<file path="src/hdl/nmea_chk_pkg.sv">
// Shared types and constants of the NMEA sentence checker.
// Used by the core, the top level and the checker; depends on nothing.
package nmea_chk_pkg;

  localparam int NUM_TYPES = 4;
  localparam int NAME_LEN  = 5;

  localparam logic [7:0] CH_DOLLAR = 8'h24;
  localparam logic [7:0] CH_STAR   = 8'h2A;
  localparam logic [7:0] CH_COMMA  = 8'h2C;
  localparam logic [7:0] CH_CR     = 8'h0D;
  localparam logic [7:0] CH_LF     = 8'h0A;
  localparam logic [7:0] CH_NUL    = 8'h00;

  // Candidate type fields: GPGGA, GNGGA, GPRMC, GNRMC.
  localparam logic [7:0] TYPE_NAMES [NUM_TYPES][NAME_LEN] = '{
    '{8'h47, 8'h50, 8'h47, 8'h47, 8'h41},
    '{8'h47, 8'h4E, 8'h47, 8'h47, 8'h41},
    '{8'h47, 8'h50, 8'h52, 8'h4D, 8'h43},
    '{8'h47, 8'h4E, 8'h52, 8'h4D, 8'h43}
  };

  typedef enum logic [2:0] {
    ST_FIX   = 3'd0,
    ST_MIN   = 3'd1,
    ST_UNSUP = 3'd2,
    ST_BAD   = 3'd3,
    ST_OVF   = 3'd4
  } status_t;

  typedef enum logic [4:0] {
    PH_BEFORE_STAR = 5'b00001,
    PH_WANT_HI     = 5'b00010,
    PH_WANT_LO     = 5'b00100,
    PH_DONE        = 5'b01000,
    PH_FAIL        = 5'b10000
  } phase_t;

  typedef struct packed {
    status_t     status;
    logic        talker_gn;
    logic [31:0] count_ok;
    logic [31:0] count_bad_checksum;
    logic [31:0] count_unsupported;
    logic [31:0] count_overflow;
  } result_t;

  // Bit 4 flags a valid hex digit of either case, bits 3:0 hold its value.
  function automatic logic [4:0] hex_decode(input logic [7:0] c);
    logic [4:0] r;
    r = 5'd0;
    if (c >= 8'h30 && c <= 8'h39) begin
      r = {1'b1, 4'(c - 8'h30)};
    end else if (c >= 8'h41 && c <= 8'h46) begin
      r = {1'b1, 4'(c - 8'h37)};
    end else if (c >= 8'h61 && c <= 8'h66) begin
      r = {1'b1, 4'(c - 8'h57)};
    end
    return r;
  endfunction

endpackage

</file>
<file path="src/hdl/nmea_chk_core.sv">
// Sentence state, checksum and type matching, and the four running totals.
// Depends on nmea_chk_pkg; instantiated by nmea_sentence_checker_unit.
module nmea_chk_core
  import nmea_chk_pkg::*;
#(
  parameter int MAX_SENTENCE_LEN = 128
) (
  input  logic       clk,
  input  logic       rst_n,
  input  logic       byte_valid,
  input  logic [7:0] byte_in,
  output logic       res_valid,
  output result_t    res
);

  localparam logic [7:0] LEN_LIMIT = 8'(MAX_SENTENCE_LEN - 1);

  logic        collecting_r, collecting_nxt;
  logic [7:0]  len_r, len_nxt;
  logic [7:0]  csum_r, csum_nxt;
  phase_t      phase_r, phase_nxt;
  logic [7:0]  recv_r, recv_nxt;
  logic [3:0]  tm_r, tm_nxt;
  logic [31:0] ok_r, ok_nxt;
  logic [31:0] bad_r, bad_nxt;
  logic [31:0] unsup_r, unsup_nxt;
  logic [31:0] ovf_r, ovf_nxt;
  logic [4:0]  hex_w;
  logic [2:0]  pos_w;
  status_t     status_w;
  logic        gn_w;

  assign hex_w = hex_decode(byte_in);
  assign pos_w = len_r[2:0] - 3'd1;

  always_comb begin
    collecting_nxt = collecting_r;
    len_nxt        = len_r;
    csum_nxt       = csum_r;
    phase_nxt      = phase_r;
    recv_nxt       = recv_r;
    tm_nxt         = tm_r;
    ok_nxt         = ok_r;
    bad_nxt        = bad_r;
    unsup_nxt      = unsup_r;
    ovf_nxt        = ovf_r;
    res_valid      = 1'b0;
    status_w       = ST_BAD;
    gn_w           = 1'b0;
    if (byte_valid) begin
      if (byte_in == CH_DOLLAR) begin
        collecting_nxt = 1'b1;
        len_nxt        = 8'd1;
        csum_nxt       = 8'd0;
        phase_nxt      = PH_BEFORE_STAR;
        recv_nxt       = 8'd0;
        tm_nxt         = 4'hF;
      end else if (collecting_r) begin
        if (byte_in == CH_CR || byte_in == CH_LF) begin
          collecting_nxt = 1'b0;
          len_nxt        = 8'd0;
          res_valid      = 1'b1;
          if (phase_r != PH_DONE || csum_r != recv_r) begin
            bad_nxt  = bad_r + 32'd1;
            status_w = ST_BAD;
          end else if (|tm_r[1:0]) begin
            ok_nxt   = ok_r + 32'd1;
            status_w = ST_FIX;
            gn_w     = tm_r[1];
          end else if (|tm_r[3:2]) begin
            ok_nxt   = ok_r + 32'd1;
            status_w = ST_MIN;
            gn_w     = tm_r[3];
          end else begin
            unsup_nxt = unsup_r + 32'd1;
            status_w  = ST_UNSUP;
          end
        end else if (len_r >= LEN_LIMIT) begin
          collecting_nxt = 1'b0;
          len_nxt        = 8'd0;
          res_valid      = 1'b1;
          ovf_nxt        = ovf_r + 32'd1;
          status_w       = ST_OVF;
        end else begin
          len_nxt = len_r + 8'd1;
          // Only the five name characters and the delimiter after them matter.
          if (len_r >= 8'd1 && len_r <= 8'd5) begin
            for (int k = 0; k < NUM_TYPES; k++) begin
              if (TYPE_NAMES[k][pos_w] != byte_in) begin
                tm_nxt[k] = 1'b0;
              end
            end
          end else if (len_r == 8'd6) begin
            if (byte_in != CH_COMMA && byte_in != CH_STAR) begin
              tm_nxt = 4'h0;
            end
          end
          case (phase_r)
            PH_BEFORE_STAR: begin
              if (byte_in == CH_NUL) begin
                phase_nxt = PH_FAIL;
              end else if (byte_in == CH_STAR) begin
                phase_nxt = PH_WANT_HI;
              end else begin
                csum_nxt = csum_r ^ byte_in;
              end
            end
            PH_WANT_HI: begin
              if (!hex_w[4]) begin
                phase_nxt = PH_FAIL;
              end else begin
                recv_nxt  = {hex_w[3:0], 4'h0};
                phase_nxt = PH_WANT_LO;
              end
            end
            PH_WANT_LO: begin
              if (!hex_w[4]) begin
                phase_nxt = PH_FAIL;
              end else begin
                recv_nxt  = {recv_r[7:4], hex_w[3:0]};
                phase_nxt = PH_DONE;
              end
            end
            default: begin
            end
          endcase
        end
      end
    end
  end

  assign res.status             = status_w;
  assign res.talker_gn          = gn_w;
  assign res.count_ok           = ok_nxt;
  assign res.count_bad_checksum = bad_nxt;
  assign res.count_unsupported  = unsup_nxt;
  assign res.count_overflow     = ovf_nxt;

  always_ff @(posedge clk) begin
    if (!rst_n) begin
      collecting_r <= 1'b0;
      len_r        <= 8'd0;
      csum_r       <= 8'd0;
      phase_r      <= PH_BEFORE_STAR;
      recv_r       <= 8'd0;
      tm_r         <= 4'hF;
      ok_r         <= 32'd0;
      bad_r        <= 32'd0;
      unsup_r      <= 32'd0;
      ovf_r        <= 32'd0;
    end else begin
      collecting_r <= collecting_nxt;
      len_r        <= len_nxt;
      csum_r       <= csum_nxt;
      phase_r      <= phase_nxt;
      recv_r       <= recv_nxt;
      tm_r         <= tm_nxt;
      ok_r         <= ok_nxt;
      bad_r        <= bad_nxt;
      unsup_r      <= unsup_nxt;
      ovf_r        <= ovf_nxt;
    end
  end

endmodule

</file>
<file path="src/hdl/nmea_sentence_checker_unit.sv">
// Top level of the NMEA sentence checker: input register, core and result register.
// Depends on nmea_chk_pkg and nmea_chk_core.
//
//   Channel   Direction  Handshake           Payload
//   in_       input      in_valid/in_stall   in_data_byte[7:0]
//   out_      output     out_valid/out_stall out_status, out_talker_gn, four 32-bit counts
//
// A byte is processed during the cycle it sits in the input register, and its result is
// loaded into the output register on the edge that moves the byte on. The byte that ends a
// sentence is therefore held in the input register and its result then in the output register,
// and one byte is taken every cycle while the output side keeps up. The input stall rises only while the
// output register holds a result that is being stalled. Reset is synchronous and
// active low; it clears the sentence state and all four totals.
module nmea_sentence_checker_unit
  import nmea_chk_pkg::*;
#(
  parameter int MAX_SENTENCE_LEN = 128
) (
  input  logic        clk,
  input  logic        rst_n,
  input  logic        in_valid,
  output logic        in_stall,
  input  logic [7:0]  in_data_byte,
  output logic        out_valid,
  input  logic        out_stall,
  output logic [2:0]  out_status,
  output logic        out_talker_gn,
  output logic [31:0] out_count_ok,
  output logic [31:0] out_count_bad_checksum,
  output logic [31:0] out_count_unsupported,
  output logic [31:0] out_count_overflow
);

  // Input register holding one received byte.
  logic       a_valid_r, a_valid_nxt;
  logic [7:0] a_byte_r;
  // Output register holding one finished result.
  logic       out_valid_r, out_valid_nxt;
  result_t    out_res_r;

  logic       a_adv;
  logic       in_take;
  logic       res_valid;
  result_t    res;

  // The held byte moves on when the result register is free or is being
  // drained in this cycle, so a byte that moves on always finds room for its result.
  assign a_adv    = !out_valid_r || !out_stall;
  assign in_stall = a_valid_r && !a_adv;
  assign in_take  = in_valid && !in_stall;

  always_comb begin
    a_valid_nxt = a_valid_r;
    if (in_take) begin
      a_valid_nxt = 1'b1;
    end else if (a_adv) begin
      a_valid_nxt = 1'b0;
    end
  end

  always_ff @(posedge clk) begin
    if (in_take) begin
      a_byte_r <= in_data_byte;
    end
  end

  nmea_chk_core #(
    .MAX_SENTENCE_LEN(MAX_SENTENCE_LEN)
  ) u_core (
    .clk       (clk),
    .rst_n     (rst_n),
    .byte_valid(a_valid_r && a_adv),
    .byte_in   (a_byte_r),
    .res_valid (res_valid),
    .res       (res)
  );

  // A new result can only arrive when a_adv holds, which means the register is
  // empty or its current result is transferred on this same edge.
  always_comb begin
    out_valid_nxt = out_valid_r;
    if (res_valid) begin
      out_valid_nxt = 1'b1;
    end else if (!out_stall) begin
      out_valid_nxt = 1'b0;
    end
  end

  always_ff @(posedge clk) begin
    if (res_valid) begin
      out_res_r <= res;
    end
  end

  always_ff @(posedge clk) begin
    if (!rst_n) begin
      a_valid_r   <= 1'b0;
      out_valid_r <= 1'b0;
    end else begin
      a_valid_r   <= a_valid_nxt;
      out_valid_r <= out_valid_nxt;
    end
  end

  assign out_valid              = out_valid_r;
  assign out_status             = out_res_r.status;
  assign out_talker_gn          = out_res_r.talker_gn;
  assign out_count_ok           = out_res_r.count_ok;
  assign out_count_bad_checksum = out_res_r.count_bad_checksum;
  assign out_count_unsupported  = out_res_r.count_unsupported;
  assign out_count_overflow     = out_res_r.count_overflow;

endmodule

</file>
<file path="config.mk">
export PLATFORM = sky130hd
export DESIGN_NAME = nmea_sentence_checker_unit
export DESIGN_NICKNAME = d
export VERILOG_FILES = /design/src/hdl/nmea_chk_pkg.sv /design/src/hdl/nmea_chk_core.sv /design/src/hdl/nmea_sentence_checker_unit.sv
export SDC_FILE = /design/constraint.sdc
export NUM_CORES = 1
export LEC_CHECK = 0
export BUFFER_PORTS_ARGS = -buffer_cell sky130_fd_sc_hd__buf_2
export CAP_MARGIN = 5
export CORE_MARGIN = 2
export CORE_UTILIZATION = 44
export CTS_CLUSTER_DIAMETER = 100
export DETAILED_ROUTE_END_ITERATION = 7
export GPL_TIMING_DRIVEN = 0
export PLACE_DENSITY_LB_ADDON = 0.12
export SKIP_CTS_REPAIR_TIMING = 1
export SYNTH_ARGS = -nofsm -noshare
export SYNTH_HDL_FRONTEND = slang
export SYNTH_SLANG_ARGS = --single-unit
</file>
<file path="constraint.sdc">
create_clock -name clk -period 13.35 [get_ports clk]
set_clock_uncertainty 0.15 [all_clocks]
set_input_delay 4.005 -clock clk [delete_from_list [all_inputs] [get_ports clk]]
set_output_delay 4.005 -clock clk [all_outputs]
set_load 0.05 [all_outputs]
</file>
After elaboration in Yosys (flattened, before gate mapping)
Memories as Yosys holds them, arrays and structs flattened.
Cells that the tools add are included.

storage, ports and cells
  bits in registers = 304
  memory bits (read-only) = 256
  memories = 4
  word-level logic and storage cells = 211
  output and inout port bits = 134
  input port bits = 12

cells by class
  order comparisons = 10
  reductions and logical operators = 38
  mux-type cells = 93
  add/subtract/negate cells = 9
  bitwise gates (word level) = 5
  equality and inequality tests = 29

memories
  name             words  bits a word  read ports  clocked after memory_dff  wr ports  line                 source
  (no name shown)  8      8            1           0                         0         nmea_chk_core.sv:89  if (TYPE_NAMES[k][pos_w] != byte_in) begin
  (no name shown)  8      8            1           0                         0         nmea_chk_core.sv:89
  (no name shown)  8      8            1           0                         0         nmea_chk_core.sv:89
  (no name shown)  8      8            1           0                         0         nmea_chk_core.sv:89

operators with widths
  operator                                                                             count
  32-bit two-way mux                                                                   24
  8-bit two-way mux                                                                    24
  32-bit by 1-bit adder with 32-bit output, second input constant                      4
  5-bit two-way mux                                                                    11
  7-bit AND reduction                                                                  7
  8-bit != test                                                                        5
  4-bit two-way mux                                                                    8
  8-bit by 7-bit greater-or-equal comparator with 1-bit output, second input constant  3
  1-bit two-way mux                                                                    19
  8-bit by 4-bit equality test with 1-bit output, second input constant                2
  8-bit by 6-bit equality test with 1-bit output, second input constant                2
  8-bit by 7-bit <= comparator with 1-bit output, second input constant                2
  8-bit by 6-bit != test with 1-bit output, second input constant                      2
  8-bit one-hot mux with 2 select lines                                                1
  5-bit one-hot mux with 3 select lines                                                1
  3-bit two-way mux                                                                    4
  2-bit by 1-bit != test with 1-bit output, second input constant                      6
  3-bit by 2-bit != test with 1-bit output, second input constant                      4
  2-bit nonzero test                                                                   5
  3-bit nonzero test                                                                   3
  8-bit by 1-bit adder with 8-bit output, second input constant                        1
  8-bit by 3-bit equality test with 1-bit output, second input constant                1
  8-bit by 1-bit greater-or-equal comparator with 1-bit output, second input constant  1
  8-bit by 6-bit greater-or-equal comparator with 1-bit output, second input constant  1
  26 further kinds                                                                     43

Longest topological paths before layout
  depth after elaboration = 12
  gate-level depth with buffers = 11
  depth with buffers taken out = 9

Cells and area by module
Synthesis repeated with hierarchy kept, for this count alone.

unflattened totals
  cells, all modules = 1,180
  area total of the unflattened synthesis = 13,125.1 um2

modules (own cells, without submodules)
  module                      seq. area each (um2)  area each (um2)  times used  cells an instance
  nmea_chk_core               3,243.1               8,837.2          1           1,032
  nmea_sentence_checker_unit  4,244.1               4,287.9          1           148

Worst setup path before layout
No wires, ideal clock.

  kind = input to register
  from = in out_stall
  to = reg out_res_r (netlist bit out_count_bad_checksum[0]) (enable)
  stages on the path = 3
  arrival = 13,443 ps
  data required time = 12,407 ps
  buffers on the path = 0
  path slack = -1,036 ps
  setup time = 793 ps
  path through = a21boi_1 > nand2_1 > nor3_1

between the ends
  longest elaborated chain between the ends = 4

RTL lines
  element               line                              source
  start, declared       nmea_sentence_checker_unit.sv:25  input logic out_stall,
  1-bit logical NOT     n/a
  1-bit logical OR      nmea_sentence_checker_unit.sv:48  assign a_adv = !out_valid_r || !out_stall;
  1-bit logical AND     nmea_sentence_checker_unit.sv:72  .byte_valid(a_valid_r && a_adv),
  1-bit two-way mux     nmea_chk_core.sv:50               if (byte_valid) begin
  end signal, assigned  nmea_sentence_checker_unit.sv:91  out_res_r <= res;
  end, declared         nmea_sentence_checker_unit.sv:39  result_t out_res_r;

No other way between the ends.
A chain may end at the register's enable or synchronous reset.

Worst setup path after layout
  from = in out_stall
  to = out in_stall

between the ends
  longest elaborated chain between the ends = 4

RTL lines
  element            line                              source
  1-bit logical NOT  n/a
  1-bit logical OR   nmea_sentence_checker_unit.sv:48
  1-bit logical NOT  nmea_sentence_checker_unit.sv:49  assign in_stall = a_valid_r && !a_adv;
  1-bit logical AND  nmea_sentence_checker_unit.sv:49
  end, declared      nmea_sentence_checker_unit.sv:22  output logic in_stall,

No other way between the ends.

==> results summary <==
The run finished with clean final reports. The power per cell area came out at 123 nW/um2. The count of cell types in the netlist is 71.

The number of synthesized flops with an enable pin came out at 140. The utilization after layout came out at 53.4%. Tracing the worst setup path back leads to its startpoint at out_stall.

The worst ir drop on vdd came out at 0.119 mV. The fraction of registers with async set or reset after synthesis came out at 0%. The die outline width came out at 178 um.

The register bit total from synthesis is 304. The final period utilization came out at 65.3%. The synthesis-to-finish area growth came out at 18.9%.

The clock period minus worst slack is 8720 ps. The largest stage delay on the critical path came out at 270 ps. The count of port buffers added during placement came out at 144. The first global-routing pass estimated 50300 um of wire. The number of global-route vias before repair is 9177.

The average vias per placed instance came out at 5.36. Walking the worst path, the cells encountered are buf_2 -> and3_1 -> buf_2. The count of maximum capacitance violations came out at 0. The final antenna-violating net count came out at 0. The average instance in the mapped netlist occupies 10.8 um2.

Global routing used 20.3% of the available tracks. At the pin with the least slew margin, the transition time is 921 ps. The final count of pins violating max slew came out at 0. The maximum clock frequency is 115 MHz.

The startpoint identified for the worst register-to-register timing path is a_byte_r[1]$_DFFE_PP_. The antenna diode count is 0. The endpoint identified for the worst register-to-register timing path is out_count_unsupported[10]$_DFFE_PP_.

The area of all placed cells without fillers is 15900 um2. Summing the sequential cell areas from Yosys gives 55.9% of the chip area. The die covers 31800 um2. After clock tree synthesis, the clock-pin slew on the worst setup and hold paths is 60 ps. The tree built by TritonCTS fans out to 304 sinks.

The final hold slack is 331 ps. The clock insertion delay at the later pin of the skew report is 520 ps. The total nets after synthesis is 1272. The height of the die is 178 um. Leaving out fill and tap cells, the most frequent cell in the layout is sky130_fd_sc_hd__dfxtp_1.

In the synthesized netlist the dominant register cell turns out to be sky130_fd_sc_hd__dfxtp_1. The yosys synthesis warning count is 0. The buffer type at the clock tree root is sky130_fd_sc_hd__clkbuf_16. The worst slew slack as a fraction of its limit is 38.6%. The CTS buffer count is 34.

After the flow finishes, the layout carries non-filler instances totaling 1847. After detailed routing, the number of remaining DRC violations is 0. The cell count after synthesis came out at 1244. The setup path with the least slack is of type in -> out.

The wire length after detailed routing came out at 32400 um. The final weighted congestion in routability-driven placement came out at 0.897. The fraction of layout instances using a drive strength above 1 is 17.4%. The total number of nets in the final design is 1459. The endpoint required time on the critical path is 9190 ps. The boundary pin count is 146. The data arrival time of the worst path came out at 4570 ps. The largest net degree at the start of global routing is 24. Setup repair after global routing left no endpoint under its margin. After detailed routing, the average wire length per cell comes to 17.6 um. The count of standard-cell rows is 63.

The placed wire-length estimate is 23400 um. In this run the deepest clock path goes through 3 buffers. The total congestion overflow after global routing came out at 0. The number of iterations in the first detailed-routing pass is 5. The initial cell density of the core came out at 44.9%.

STA classifies the critical path endpoint as a primary output. The top cell types in the final layout, fill and taps aside, are 164 x sky130_fd_sc_hd__dfxtp_1, 156 x sky130_fd_sc_hd__buf_2, 140 x sky130_fd_sc_hd__edfxtp_1. The floorplan step defined a core boundary enclosing 29800 um2.

The slack of the worst reg-to-reg path is 9560 ps. The worst hold-check path type is reg -> reg. Setup violations remaining at the end of the flow were counted as 0.

The number of hold violations in the final report is 0. The initial antenna violation count is 0. The cell count after placement came out at 1785. Among all stages on the critical path, the largest delay is contributed by sky130_fd_sc_hd__buf_2.

TritonCTS built the clock tree. After synthesis the cells add up to 13400 um2. The post-place instance area is 14800 um2. STA classifies the critical path startpoint as an input pin. The critical path ends at in_stall. The via count is 9905. The critical path's most frequent cell is sky130_fd_sc_hd__buf_2. In this run the number of H-tree levels came out at 2. Measured in cells, the most critical reg-to-reg path has a length of 9.

The leakage power came out at 6.76 nW. The maximum fanout along the worst path came out at 3. The DRC marker count from the first detailed-route iteration came out at 605.
## cell type report
class | count | area, um2
flip-flops and latches | 304 | 7490
clock inverters | 19 | 211
inverters | 22 | 82.6
plain buffers | 51 | 230
fillers | 2718 | 13900
well taps | 390 | 488
clock buffers | 43 | 935
repair buffers | 151 | 888
multi-input cells | 867 | 5600
## state kept, by name (all words and copies together) (netlist names)
| register | flops |
|---|---|
| out_valid | 1 |
| u_core.unsup_r | 32 |
| u_core.phase_r | 5 |
| u_core.ovf_r | 32 |
| u_core.recv_r | 8 |
| out_count_bad_checksum | 32 |
| a_byte_r | 8 |
| u_core.ok_r | 32 |
| out_count_ok | 32 |
| u_core.collecting_r | 1 |
| out_count_overflow | 32 |
| u_core.len_r | 8 |
| u_core.bad_r | 32 |
| u_core.csum_r | 8 |
| out_talker_gn | 1 |
| u_core.tm_r | 4 |
| a_valid_r | 1 |
| out_status | 3 |
| out_count_unsupported | 32 |
## cells by family after synthesis
| kind of cell | synth area share [%] |
|---|---|
| flip-flops | 55.9 |
| buffers and inverters | 2.34 |
| XOR/XNOR | 8.90 |
| multiplexers | 1.31 |
| adder cells (fa/ha/maj) | 1.50 |
| AO/OA/AOI/OAI | 5.43 |
| AND/OR/NAND/NOR | 24.6 |
## where the power goes
group	switching (W)	internal [W]
logic	0.0000282	0.0000111
registers	0.00000223	0.000968
clock network	0.000373	0.000576
## stage by stage
stage / setup WS, ps / total power [W] / setup TNS [ps]
after floorplan: 3070 / 0.00102 / 0
after global placement: -401 / 0.00103 / -401
after detailed placement: 4630 / 0.00103 / 0
after CTS: 4620 / 0.00198 / 0
after global routing: 4600 / 0.00202 / 0
final: 4630 / 0.00196 / 0
## critical path: cells and delay by family
family | cells | cell delay (ps)
buffers and inverters | 2 | 360
AND/OR/NAND/NOR | 1 | 200
## how the worst min path moves through the flow
stage	start	to	depth (start not counted)
after floorplan	u_core.ok_r[31]$_SDFF_PN0_	u_core.ok_r[31]$_SDFF_PN0_	2
after global placement	u_core.ok_r[31]$_SDFF_PN0_	u_core.ok_r[31]$_SDFF_PN0_	2
after detailed placement	u_core.recv_r[5]$_SDFFE_PN0P_	u_core.recv_r[5]$_SDFFE_PN0P_	2
after CTS	u_core.recv_r[7]$_SDFFE_PN0P_	u_core.recv_r[7]$_SDFFE_PN0P_	2
after global routing	u_core.recv_r[5]$_SDFFE_PN0P_	u_core.recv_r[5]$_SDFFE_PN0P_	2
final	u_core.recv_r[7]$_SDFFE_PN0P_	u_core.recv_r[7]$_SDFFE_PN0P_	2
## Yosys cell counts (all sizes together), types with 3 or more instances
master / instances / share of area [%]
nand3: 84 / 3.2
edfxtp: 140 / 31
or3: 17 / 0.79
o21ai: 29 / 1.1
or2: 8 / 0.37
nor2: 50 / 1.4
a31o: 3 / 0.20
a21oi: 31 / 1.2
nand2b: 15 / 0.70
xnor2: 53 / 3.5
nor4b: 4 / 0.26
inv: 22 / 0.62
dfxtp: 164 / 25
or3b: 3 / 0.21
nand4: 51 / 2.6
clkbuf: 34 / 0.96
a31oi: 11 / 0.51
mux2: 4 / 0.34
buf: 17 / 0.76
o21a: 8 / 0.45
nor4: 53 / 2.7
and3: 22 / 1.0
mux2i: 13 / 0.97
and2: 107 / 5.0
nand2: 101 / 2.8
xor2: 83 / 5.4
nor2b: 3 / 0.14
or4: 6 / 0.39
o31ai: 8 / 0.45
a211oi: 5 / 0.28
and4: 7 / 0.46
nor3: 42 / 1.8
ha: 16 / 1.5
## routing by layer
metal  vias to the layer above  track usage (%)  share of wire [%]
li1                       4870                -                  -
met1                      4735             28.2                 47
met2                       247             33.0                 47
met3                        53             2.88                4.5
met4                         0             5.89                2.1
met5                         -                0                  0
Power figures use the tool's default switching activity.
